## config.mk

```make
export PLATFORM = sky130hd
export DESIGN_NAME = audio_dma_interface_regs_core
export DESIGN_NICKNAME = d
export VERILOG_FILES = /design/src/rtl/core/adi_pkg.sv /design/src/rtl/core/adi_div.sv /design/src/rtl/core/adi_dp.sv /design/src/rtl/core/adi_ctrl.sv /design/src/rtl/core/audio_dma_interface_regs_core.sv
export SDC_FILE = /design/constraint.sdc
export NUM_CORES = 2
export LEC_CHECK = 0
export BUFFER_PORTS_ARGS = -buffer_cell sky130_fd_sc_hd__buf_2
export CAP_MARGIN = 20
export CORE_MARGIN = 8
export CORE_UTILIZATION = 57
export DETAILED_ROUTE_END_ITERATION = 6
export GPL_ROUTABILITY_DRIVEN = 0
export PLACE_DENSITY = 0.75
export SLEW_MARGIN = 15
export SYNTH_ARGS = -nofsm -noshare
export SYNTH_HDL_FRONTEND = slang
export SYNTH_SLANG_ARGS = --single-unit
```

## constraint.sdc

```tcl
create_clock -name i_clk -period 25.9 [get_ports i_clk]
set_clock_uncertainty 0.15 [all_clocks]
set_input_delay 3.885 -clock i_clk [delete_from_list [all_inputs] [get_ports i_clk]]
set_output_delay 3.885 -clock i_clk [all_outputs]
set_load 0.02 [all_outputs]
```

## src/rtl/core/adi_pkg.sv

```systemverilog
// Shared types and constants of the audio DMA register core.
// No dependencies; every module of the core imports this package.
package adi_pkg;

    localparam int AddrW    = 24;
    localparam int CntW     = 30;
    localparam int RateW    = 26;
    localparam int DacW     = 14;
    localparam int CdW      = 48;
    localparam int ProdW    = 58;
    localparam int DivSteps = 58;
    localparam int StepW    = 6;

    localparam logic [1:0] OpRead  = 2'd0;
    localparam logic [1:0] OpWrite = 2'd1;
    localparam logic [1:0] OpTick  = 2'd2;

    localparam logic [31:0] AddrDram   = 32'h0450_0000;
    localparam logic [31:0] AddrLength = 32'h0450_0004;
    localparam logic [31:0] AddrEnable = 32'h0450_0008;
    localparam logic [31:0] AddrStatus = 32'h0450_000C;
    localparam logic [31:0] AddrRate   = 32'h0450_0010;

    localparam logic [RateW-1:0] DacClock    = 26'd48681812;
    localparam logic [27:0]      TicksPerSec = 28'd187500000;
    localparam logic [CdW-1:0]   CntMax      = {CdW{1'b1}};

    typedef struct packed {
        logic [1:0]  opcode;
        logic [31:0] bus_address;
        logic [31:0] write_data;
    } t_in_item;

    typedef struct packed {
        logic [31:0]      read_data;
        logic             irq_raise;
        logic             irq_clear;
        logic             dma_start;
        logic [AddrW-1:0] dma_address;
        logic [CntW-1:0]  dma_count;
    } t_out_item;

    typedef struct packed {
        logic capture;
        logic exec;
        logic div_start;
        logic div_sel_prod;
        logic fin_cnt;
        logic fin_rate;
        logic out_load;
    } t_dp_cmd;

    typedef struct packed {
        logic start_div;
        logic rate_div;
        logic div_last;
    } t_dp_status;

    typedef enum logic [7:0] {
        ST_IDLE = 8'b0000_0001,
        ST_EXEC = 8'b0000_0010,
        ST_MUL  = 8'b0000_0100,
        ST_DIVC = 8'b0000_1000,
        ST_FINC = 8'b0001_0000,
        ST_DIVR = 8'b0010_0000,
        ST_FINR = 8'b0100_0000,
        ST_DONE = 8'b1000_0000
    } t_state;

endpackage

```

## src/rtl/core/adi_div.sv

```systemverilog
// Restoring divider of the audio DMA core, one quotient bit per cycle.
// Depends on adi_pkg for the operand widths and the step count.
module adi_div
    import adi_pkg::*;
(
    input  logic             i_clk,
    input  logic             i_rst_n,
    input  logic             i_start,
    input  logic [ProdW-1:0] i_dividend,
    input  logic [RateW-1:0] i_divisor,
    output logic             o_last,
    output logic [ProdW-1:0] o_quotient
);

    logic             r_run;
    logic [StepW-1:0] r_cnt;
    logic [RateW-1:0] r_rem;
    logic [RateW-1:0] r_divisor;
    logic [ProdW-1:0] r_quo;

    logic [RateW:0]   w_shift;
    logic [RateW:0]   w_diff;
    logic             w_ge;

    assign w_shift = {r_rem, r_quo[ProdW-1]};
    assign w_diff  = w_shift - {1'b0, r_divisor};
    assign w_ge    = w_shift >= {1'b0, r_divisor};

    assign o_last     = r_run && (r_cnt == StepW'(DivSteps - 1));
    assign o_quotient = r_quo;

    always_ff @(posedge i_clk) begin
        if (!i_rst_n) begin
            r_run <= 1'b0;
            r_cnt <= '0;
        end else if (i_start) begin
            r_run <= 1'b1;
            r_cnt <= '0;
        end else if (r_run) begin
            r_cnt <= r_cnt + StepW'(1);
            if (o_last) begin
                r_run <= 1'b0;
            end
        end
    end

    always_ff @(posedge i_clk) begin
        if (i_start) begin
            r_rem     <= '0;
            r_quo     <= i_dividend;
            r_divisor <= i_divisor;
        end else if (r_run) begin
            r_rem <= w_ge ? w_diff[RateW-1:0] : w_shift[RateW-1:0];
            r_quo <= {r_quo[ProdW-2:0], w_ge};
        end
    end

endmodule

```

## src/rtl/core/adi_dp.sv

```systemverilog
// Datapath of the audio DMA core: register bank, second slot, countdown,
// product register, shared divider and output register. Uses adi_pkg, adi_div.
module adi_dp
    import adi_pkg::*;
(
    input  logic       i_clk,
    input  logic       i_rst_n,
    input  t_in_item   i_in_data,
    input  t_dp_cmd    i_cmd,
    output t_dp_status o_status,
    output t_out_item  o_out_data
);

    t_in_item         r_item;
    t_out_item        r_res;
    t_out_item        r_out;
    logic [ProdW-1:0] r_prod;

    logic [AddrW-1:0] r_dram;
    logic             r_en;
    logic [RateW-1:0] r_rate;
    logic             r_busy;
    logic             r_full;
    logic [AddrW-1:0] r_slot_addr;
    logic [CntW-1:0]  r_slot_cnt;
    logic [CdW-1:0]   r_cd;

    logic             w_is_write;
    logic             w_len_start;
    logic             w_tick_done;
    logic             w_start;
    logic [AddrW-1:0] w_start_addr;
    logic [CntW-1:0]  w_start_cnt;
    logic [CntW-1:0]  w_len_cnt;
    logic [DacW-1:0]  w_dac;
    logic [ProdW-1:0] w_dividend;
    logic [RateW-1:0] w_divisor;
    logic             w_div_last;
    logic [ProdW-1:0] w_quotient;

    assign w_is_write  = r_item.opcode == OpWrite;
    assign w_len_cnt   = {r_item.write_data[31:3], 1'b0};
    assign w_dac       = r_item.write_data[DacW-1:0];
    assign w_len_start = w_is_write && (r_item.bus_address == AddrLength) && r_en && !r_busy;
    assign w_tick_done = (r_item.opcode == OpTick) && r_busy && (r_cd <= CdW'(1));
    assign w_start     = w_len_start || (w_tick_done && r_full);
    assign w_start_addr = w_len_start ? r_dram : r_slot_addr;
    assign w_start_cnt  = w_len_start ? w_len_cnt : r_slot_cnt;

    assign o_status.start_div = w_start && (r_rate != '0);
    assign o_status.rate_div  = w_is_write && (r_item.bus_address == AddrRate) && (w_dac != '0);
    assign o_status.div_last  = w_div_last;

    assign w_dividend = i_cmd.div_sel_prod ? r_prod : {{(ProdW - RateW){1'b0}}, DacClock};
    assign w_divisor  = i_cmd.div_sel_prod ? r_rate : {{(RateW - DacW){1'b0}}, w_dac};

    adi_div u_div (
        .i_clk      (i_clk),
        .i_rst_n    (i_rst_n),
        .i_start    (i_cmd.div_start),
        .i_dividend (w_dividend),
        .i_divisor  (w_divisor),
        .o_last     (w_div_last),
        .o_quotient (w_quotient)
    );

    assign o_out_data = r_out;

    // Payload registers.
    always_ff @(posedge i_clk) begin
        if (i_cmd.capture) begin
            r_item <= i_in_data;
        end
        if (i_cmd.exec) begin
            r_prod <= w_start_cnt * TicksPerSec;
            r_res  <= '0;
            if ((r_item.opcode == OpRead) && (r_item.bus_address == AddrStatus)) begin
                r_res.read_data <= {r_full, r_busy, 30'b0};
            end
            if (w_is_write && (r_item.bus_address == AddrStatus)) begin
                r_res.irq_clear <= 1'b1;
            end
            if (w_tick_done && r_full) begin
                r_res.irq_raise <= 1'b1;
            end
            if (w_start) begin
                r_res.dma_start   <= 1'b1;
                r_res.dma_address <= w_start_addr;
                r_res.dma_count   <= w_start_cnt;
            end
        end
        if (i_cmd.out_load) begin
            r_out <= r_res;
        end
    end

    // Architectural state.
    always_ff @(posedge i_clk) begin
        if (!i_rst_n) begin
            r_dram      <= '0;
            r_en        <= 1'b0;
            r_rate      <= '0;
            r_busy      <= 1'b0;
            r_full      <= 1'b0;
            r_slot_addr <= '0;
            r_slot_cnt  <= '0;
            r_cd        <= '0;
        end else begin
            if (i_cmd.exec) begin
                case (r_item.opcode)
                    OpWrite: begin
                        case (r_item.bus_address)
                            AddrDram: begin
                                r_dram <= r_item.write_data[AddrW-1:0];
                            end
                            AddrLength: begin
                                if (r_en) begin
                                    if (r_busy) begin
                                        r_full      <= 1'b1;
                                        r_slot_addr <= r_dram;
                                        r_slot_cnt  <= w_len_cnt;
                                    end else begin
                                        r_busy <= 1'b1;
                                    end
                                end
                            end
                            AddrEnable: begin
                                r_en <= r_item.write_data[0];
                            end
                            default: ;
                        endcase
                    end
                    OpTick: begin
                        if (r_busy) begin
                            if (r_cd > CdW'(1)) begin
                                r_cd <= r_cd - CdW'(1);
                            end else begin
                                r_cd <= '0;
                                if (r_full) begin
                                    r_full <= 1'b0;
                                end else begin
                                    r_busy <= 1'b0;
                                end
                            end
                        end
                    end
                    default: ;
                endcase
                // Without a known frequency the countdown never expires in practice.
                if (w_start && (r_rate == '0)) begin
                    r_cd <= CntMax;
                end
            end
            if (i_cmd.fin_cnt) begin
                r_cd <= (|w_quotient[ProdW-1:CdW]) ? CntMax : w_quotient[CdW-1:0];
            end
            if (i_cmd.fin_rate) begin
                r_rate <= w_quotient[RateW-1:0];
            end
        end
    end

endmodule

```

## src/rtl/core/adi_ctrl.sv

```systemverilog
// Controller of the audio DMA core: sequences decode, multiply, divide and
// result hand-off, and owns the output valid flag. Uses adi_pkg.
module adi_ctrl
    import adi_pkg::*;
(
    input  logic       i_clk,
    input  logic       i_rst_n,
    input  logic       i_in_valid,
    output logic       o_in_ready,
    output logic       o_out_valid,
    input  logic       i_out_ready,
    input  t_dp_status i_status,
    output t_dp_cmd    o_cmd
);

    t_state r_state;
    t_state n_state;
    logic   r_out_valid;
    logic   n_out_valid;

    assign o_in_ready  = r_state == ST_IDLE;
    assign o_out_valid = r_out_valid;

    always_comb begin
        n_state = r_state;
        o_cmd   = '0;
        case (r_state)
            ST_IDLE: begin
                if (i_in_valid) begin
                    o_cmd.capture = 1'b1;
                    n_state       = ST_EXEC;
                end
            end
            ST_EXEC: begin
                o_cmd.exec = 1'b1;
                if (i_status.start_div) begin
                    n_state = ST_MUL;
                end else if (i_status.rate_div) begin
                    o_cmd.div_start = 1'b1;
                    n_state         = ST_DIVR;
                end else begin
                    n_state = ST_DONE;
                end
            end
            ST_MUL: begin
                o_cmd.div_start    = 1'b1;
                o_cmd.div_sel_prod = 1'b1;
                n_state            = ST_DIVC;
            end
            ST_DIVC: begin
                if (i_status.div_last) begin
                    n_state = ST_FINC;
                end
            end
            ST_FINC: begin
                o_cmd.fin_cnt = 1'b1;
                n_state       = ST_DONE;
            end
            ST_DIVR: begin
                if (i_status.div_last) begin
                    n_state = ST_FINR;
                end
            end
            ST_FINR: begin
                o_cmd.fin_rate = 1'b1;
                n_state        = ST_DONE;
            end
            ST_DONE: begin
                if (!r_out_valid || i_out_ready) begin
                    o_cmd.out_load = 1'b1;
                    n_state        = ST_IDLE;
                end
            end
            default: begin
                n_state = ST_IDLE;
            end
        endcase
    end

    always_comb begin
        n_out_valid = r_out_valid;
        if (o_cmd.out_load) begin
            n_out_valid = 1'b1;
        end else if (i_out_ready) begin
            n_out_valid = 1'b0;
        end
    end

    always_ff @(posedge i_clk) begin
        if (!i_rst_n) begin
            r_state     <= ST_IDLE;
            r_out_valid <= 1'b0;
        end else begin
            r_state     <= n_state;
            r_out_valid <= n_out_valid;
        end
    end

endmodule

```

## src/rtl/core/audio_dma_interface_regs_core.sv

```systemverilog
// Audio DMA register core: one result transaction for every input transaction.
// Reads, plain writes and ticks go straight from decode to the output register;
// a nonzero DAC rate write and a set start at a known frequency first run the
// shared 58-step divider. Transactions are taken one at a time: a new one is
// accepted only after the previous result has moved into the output register.
// Reset (i_rst_n low at a clock edge) clears the register bank, flags, countdown,
// controller state and output valid.
module audio_dma_interface_regs_core
    import adi_pkg::*;
(
    input  logic      i_clk,
    input  logic      i_rst_n,
    input  logic      i_in_valid,
    output logic      o_in_ready,
    input  t_in_item  i_in_data,
    output logic      o_out_valid,
    input  logic      i_out_ready,
    output t_out_item o_out_data
);

    // The controller steps each transaction through decode, an optional
    // multiply and divide, and the hand-off into the output register. The
    // output register lets a new input transaction be taken while the previous
    // result still waits for the consumer.
    t_dp_cmd    w_cmd;
    t_dp_status w_status;

    adi_ctrl u_ctrl (
        .i_clk       (i_clk),
        .i_rst_n     (i_rst_n),
        .i_in_valid  (i_in_valid),
        .o_in_ready  (o_in_ready),
        .o_out_valid (o_out_valid),
        .i_out_ready (i_out_ready),
        .i_status    (w_status),
        .o_cmd       (w_cmd)
    );

    // The datapath holds the register bank, the queued second set and the
    // completion countdown. Set starts load count times the tick rate into a
    // product register and divide it by the sample frequency; DAC rate writes
    // divide the DAC clock by the rate on the same divider.
    adi_dp u_dp (
        .i_clk      (i_clk),
        .i_rst_n    (i_rst_n),
        .i_in_data  (i_in_data),
        .i_cmd      (w_cmd),
        .o_status   (w_status),
        .o_out_data (o_out_data)
    );

endmodule

```

## Word-level counts from Yosys, hierarchy flattened

Index checks and enable logic that the tools add are counted.

- Register bits: 577
- Input port bits: 70
- Output and inout bits: 91
- Word-level logic and storage cells: 155

- Add/sub/neg operators: 3
- Multipliers: 1
- Magnitude comparators: 3
- Equal/unequal tests: 25
- Mux-type cells: 52
- Bitwise logic cells: 1
- Reduce and logical (&&, ||, !) cells: 37

Operator list:

| kind | count |
|---|---|
| 48-bit 2-to-1 mux | 7 |
| 58-bit 2-to-1 mux | 3 |
| 32-bit by 27-bit equality test with 1-bit output (second input constant) | 5 |
| 8-bit case mux with 7 select lines | 1 |
| 55-bit 2-to-1 mux | 1 |
| 30-bit by 23-bit multiplier with 53-bit output (second input constant) | 1 |
| 48-bit by 1-bit greater-than comparator with 1-bit output (second input constant) | 1 |
| 48-bit by 1-bit <= comparator with 1-bit output (second input constant) | 1 |
| 8-bit 2-to-1 mux | 6 |
| 48-bit by 1-bit subtractor with 48-bit output (second input constant) | 1 |
| 30-bit 2-to-1 mux | 1 |
| 27-bit by 26-bit >= comparator with 1-bit output | 1 |
| 1-bit 2-to-1 mux | 27 |
| 26-bit logical NOT | 1 |
| 26-bit 2-to-1 mux | 1 |
| 26-bit nonzero test | 1 |
| 26-bit subtractor | 1 |
| 24-bit 2-to-1 mux | 1 |
| 14-bit 2-to-1 mux | 1 |
| 14-bit nonzero test | 1 |
| 1-bit logical AND | 13 |
| 2-bit by 1-bit != test with 1-bit output (second input constant) | 6 |
| 10-bit OR reduction | 1 |
| 3-bit AND reduction | 3 |
| other kinds (24) | 36 |

## Logic depth before layout (Yosys ltp)

- Depth after elaboration: 9
- Depth in mapped cells: 35

## Hierarchy

Synthesis repeated with hierarchy kept, for this count alone.

- Cell total of the unflattened synthesis: 3244
- Area, all modules: 34728.3 um2

By module, submodules not included:

| module | instances | cells each | area an instance (um2) | sequential area each (um2) |
|---|---|---|---|---|
| adi_dp | 1 | 2656 | 28010.6 | 10109.7 |
| adi_div | 1 | 527 | 6174.7 | 3183.1 |
| adi_ctrl | 1 | 61 | 543.0 | 180.2 |

## Worst setup path after synthesis

OpenSTA, ideal clock, no wires.

- Path type: register -> register
- Start: register u_dp.r_item[57] (netlist name)
- End: register u_dp.r_prod[50], data pin
- Data arrival time: 8848 ps
- Slack: 16637 ps
- Stages on the path, launching flop included: 32
- Buffers on the path: 4
- Period minus slack after synthesis: 9263 ps
- Path through: edfxtp_1 nor4b_1 nor4b_1 nor4bb_1 and4_1 clkbuf_1 buf_2 buf_2 buf_1 mux2i_1 inv_1 ha_1 ha_1 inv_1 fa_1 inv_1 fa_1 inv_1 fa_1 inv_1 fa_1 fa_1 ha_1 a21oi_1 o311ai_0 a41oi_1 nor2_1 nor4_1 nor3_1 nor3_1 o21ai_0 xor2_1

- Word-level cells in the longest chain between the ends: 6

RTL lines:

| what | line | source |
|---|---|---|
| start, declared | adi_dp.sv:14 | `t_in_item r_item;` |
| start signal, assigned | adi_dp.sv:72 | `r_item <= i_in_data;` |
| 32-bit by 27-bit equality test with 1-bit output | adi_dp.sv:44 | `assign w_len_start = w_is_write && (r_item.bus_address == AddrLength) && r_en && !r_busy;` |
| 1-bit logical AND (3 in series) | adi_dp.sv:44 |  |
| 30-bit 2-to-1 mux | adi_dp.sv:48 | `assign w_start_cnt = w_len_start ? w_len_cnt : r_slot_cnt;` |
| named net u_dp.w_start_cnt[9] | adi_dp.sv:33 | `logic [CntW-1:0] w_start_cnt;` |
| 30-bit by 23-bit multiplier with 53-bit output | adi_dp.sv:75 | `r_prod <= w_start_cnt * TicksPerSec;` |
| end signal, assigned | adi_dp.sv:75 |  |
| end, declared | adi_dp.sv:17 | `logic [ProdW-1:0] r_prod;` |

The timed path passes the listed nets, and every way through them passes these cells.
A chain may end at the register's enable or synchronous reset.

## Worst setup path in the final report

- Start: register u_dp.r_item[57] (netlist name)
- End: register u_dp.r_prod[55], data pin

Same word-level chain as after synthesis.

==> out/metrics.yaml <==
rsz0062_at_grt: "false"
antenna_found_initial: 1
regToRegEndpoint: "u_dp.r_prod[55]"
cts_tree: "yes"
netlist_instances: 3352
power_density_nw_per_um2: 50.53
cp_slowest_cell: "nor4b_1"
clk_pin_slew_worst_paths_ps: 60
yosys.area.top_type: "edfxtp_1"
grt_pass1_vias: 23380
cts_max_path_buffers: 3
io-pin-count: 161
hold_ws_ps: 266.1
grt_max_degree: 105
p_leak_nw: 16.58
yosysSeqAreaShare_pct: 39.53
hpwl_um: 58900
synthArstFlopShare_pct: 0
drt_iter0_drc: 1900
ir_drop_uv: 62.40
netlist_area_sq_um: 34080
cts_setup_buffers: 0
cp-startpoint: "u_dp.r_item[57]"
crit_top_cell: "fa_1"
cts_max_level: 2
slew_headroom_pct: 28.67
setup_slack_ps: 15280
ys.flop_type: "edfxtp_1"
finalMaxSlewViolations: 0
cts_resized: 0
cts_buffers: 55
fin_crit_ps: 10620
drive_above_1_share_pct: 8.542
synth_edf_count: 318
syn_avg_cell_area_sq_um: 10.17
drc: 0
routed_via_density: 5.618
fillers: 4692
clk_latency_ps: 640
die-area_sq_um: 67870
instances_no_fill: 4250
critical_path_arrival_ps: 10850
crit_type: "flip-flop to flip-flop"
rrSetupSlack_ps: 15280
netlist.area_leader.share_pct: 28.02
crit-reg2reg-launch: "u_dp.r_item[57]"
overflow: 0
cp.required_ps: 26130
dp_slack_ps: 15290
core-area_sq_um: 59020
post-route-period-util_pct: 41.00
clock.fmax_mhz: 94.17
worstHoldPathType: "flip-flop to flip-flop"
yosys.cell_types.count: 78
dp_cells: 4145
clkSinkCount: 514
grt_pass1_wl_um: 125100
tightest_slew_ps: 1067
grt_usage_pct: 22.91
fp.dieH_um: 260.5
cap_violations: 0
path_max_fanout: 58
diodes: 0
numPortBuffers: 129
cts-root-buf: "clkbuf_16"
slowest_delay_ps: 810
start_util_pct: 57.74
wl_per_cell_um: 18.47
status: "finished clean"
reg2reg_depth: 28
fin_nets: 4030
finalSetupViolCount: 0
drt.antenna.violating_nets: 0
hold_viol_final: 0
areaGrowthSynthToFinish_pct: 9.292
crit_path_end_kind: "flip-flop"
routed_wl_um: 78490
dieWidth_um: 260.5
ys_seq_elements: 514
cts_hold_buffers: 0
startpoint_type: "flip-flop"
synth.top_cells.by_area: "edfxtp_1 (28%), fa_1 (14%), dfxtp_1 (12%)"
cp-endpoint: "u_dp.r_prod[55]"
vias: 23880
std_cell_rows: 89
drt-pass1-iter-count: 6
setup_tns_ps: 0
yosys_warnings: 0
[cell usage in the layout, fill, tap and decap left out, types with 127 or more instances in the layout]
master,netlist,layout
inv_1,510,510
nand2_1,392,392
edfxtp_1,318,318
ha_1,286,286
fa_1,244,244
dfxtp_1,196,195
nor2_1,190,186
o21ai_0,156,156
buf_2,12,128
a21boi_0,127,127
[critical path: cells and delay by family (launching register included)]
kind / cells / cell delay [ps]
adders and majority gates: 7 / 3410
muxes: 1 / 760
AOI/OAI and AO/OA: 6 / 1480
and+or+nand+nor: 6 / 2370
buffers and inverters: 5 / 1160
xor gates and xnor gates: 3 / 640
DFF: 1 / 360
[how the worst min path moves through the flow]
| stage | startpoint | cells after the start | end |
|---|---|---|---|
| after floorplan | u_dp.r_res[10] | 0 | u_dp.o_out_data[10] |
| after global placement | u_dp.r_res[41] | 0 | u_dp.o_out_data[41] |
| after detailed placement | u_dp.r_res[19] | 0 | u_dp.o_out_data[19] |
| after CTS | u_dp.r_res[43] | 0 | u_dp.o_out_data[43] |
| after global routing | u_dp.r_res[2] | 0 | u_dp.o_out_data[2] |
| final | u_dp.r_res[11] | 0 | u_dp.o_out_data[11] |
[layout make-up]
type | instances | area [sq um] | area share (%)
clock buffers | 70 | 1475 | 3.961
well taps | 773 | 967.2 | 2.597
multi-input cells | 2194 | 18080 | 48.54
clock inverters | 34 | 485.5 | 1.303
repair buffers | 154 | 848.3 | 2.278
flip-flops and latches | 514 | 13470 | 36.18
inverters | 511 | 1918 | 5.150
[where the power goes]
group          internal, mW  total [mW]  switching [mW]
combinational        0.0428       0.115          0.0724
clock                 0.508       0.844           0.336
sequential            0.901       0.923          0.0219
[stage by stage]
step / total power [mW] / util [%] / instance area (sq um)
after floorplan: 1.021 / - / 34190
after CTS: 1.895 / 63.07 / 37230
final: 1.882 / 63.11 / 37250
after global routing: 1.941 / 63.11 / 37250
after global placement: 1.051 / 59.75 / 35270
after detailed placement: 1.054 / 59.75 / 35270
[logic make-up after synthesis]
kind of cell             share of synthesized area [%]
adder cells (fa/ha/maj)                          24.83
AND/OR/NAND/NOR                                  11.35
XOR/XNOR                                         2.467
multiplexers                                     1.821
flip-flops                                       39.53
other                                          0.01100
AO/OA/AOI/OAI                                    12.11
buffers and inverters                            7.875
[synth_stat cells, drive strengths merged (7+ instances only)]
cell type	count
xnor2	70
a21boi	135
a211oi	26
o21a	7
a21o	33
o31ai	10
nor4	30
or4	12
buf	51
nand3	31
xor2	26
a31o	7
or2	9
o21ai	167
nand2b	15
mux2i	44
nand4	26
clkbuf	112
o221ai	19
and3	11
nand2	392
or3	16
inv	511
edfxtp	318
nor2	191
nor3	52
a21oi	116
and2	27
fa	244
ha	286
dfxtp	196
nor3b	8
o211ai	25
a22o	24
mux2	16
nor2b	13
[routing by layer]
| layer | GRT usage, % | routed length, um |
|---|---|---|
| met4 | 6.658 | 2216 |
| met2 | 38.30 | 38500 |
| met3 | 3.921 | 4861 |
| met1 | 30.54 | 32910 |
| met5 | 0 | 0 |
[state kept, by name, indices dropped and copies added, names as in the netlist, 6 cells and up]
signal	cells
u_dp.u_div.r_cnt	6
u_dp.u_div.r_rem	26
u_dp.r_slot_addr	24
u_dp.o_out_data	58
u_dp.u_div.o_quotient	58
u_dp.r_rate	26
u_dp.r_item	66
u_ctrl.r_state	8
u_dp.r_slot_cnt	29
u_dp.r_prod	52
u_dp.r_res	58
u_dp.r_dram	24
u_dp.u_div.r_divisor	26
u_dp.r_cd	48
Power figures use the tool's default switching activity.
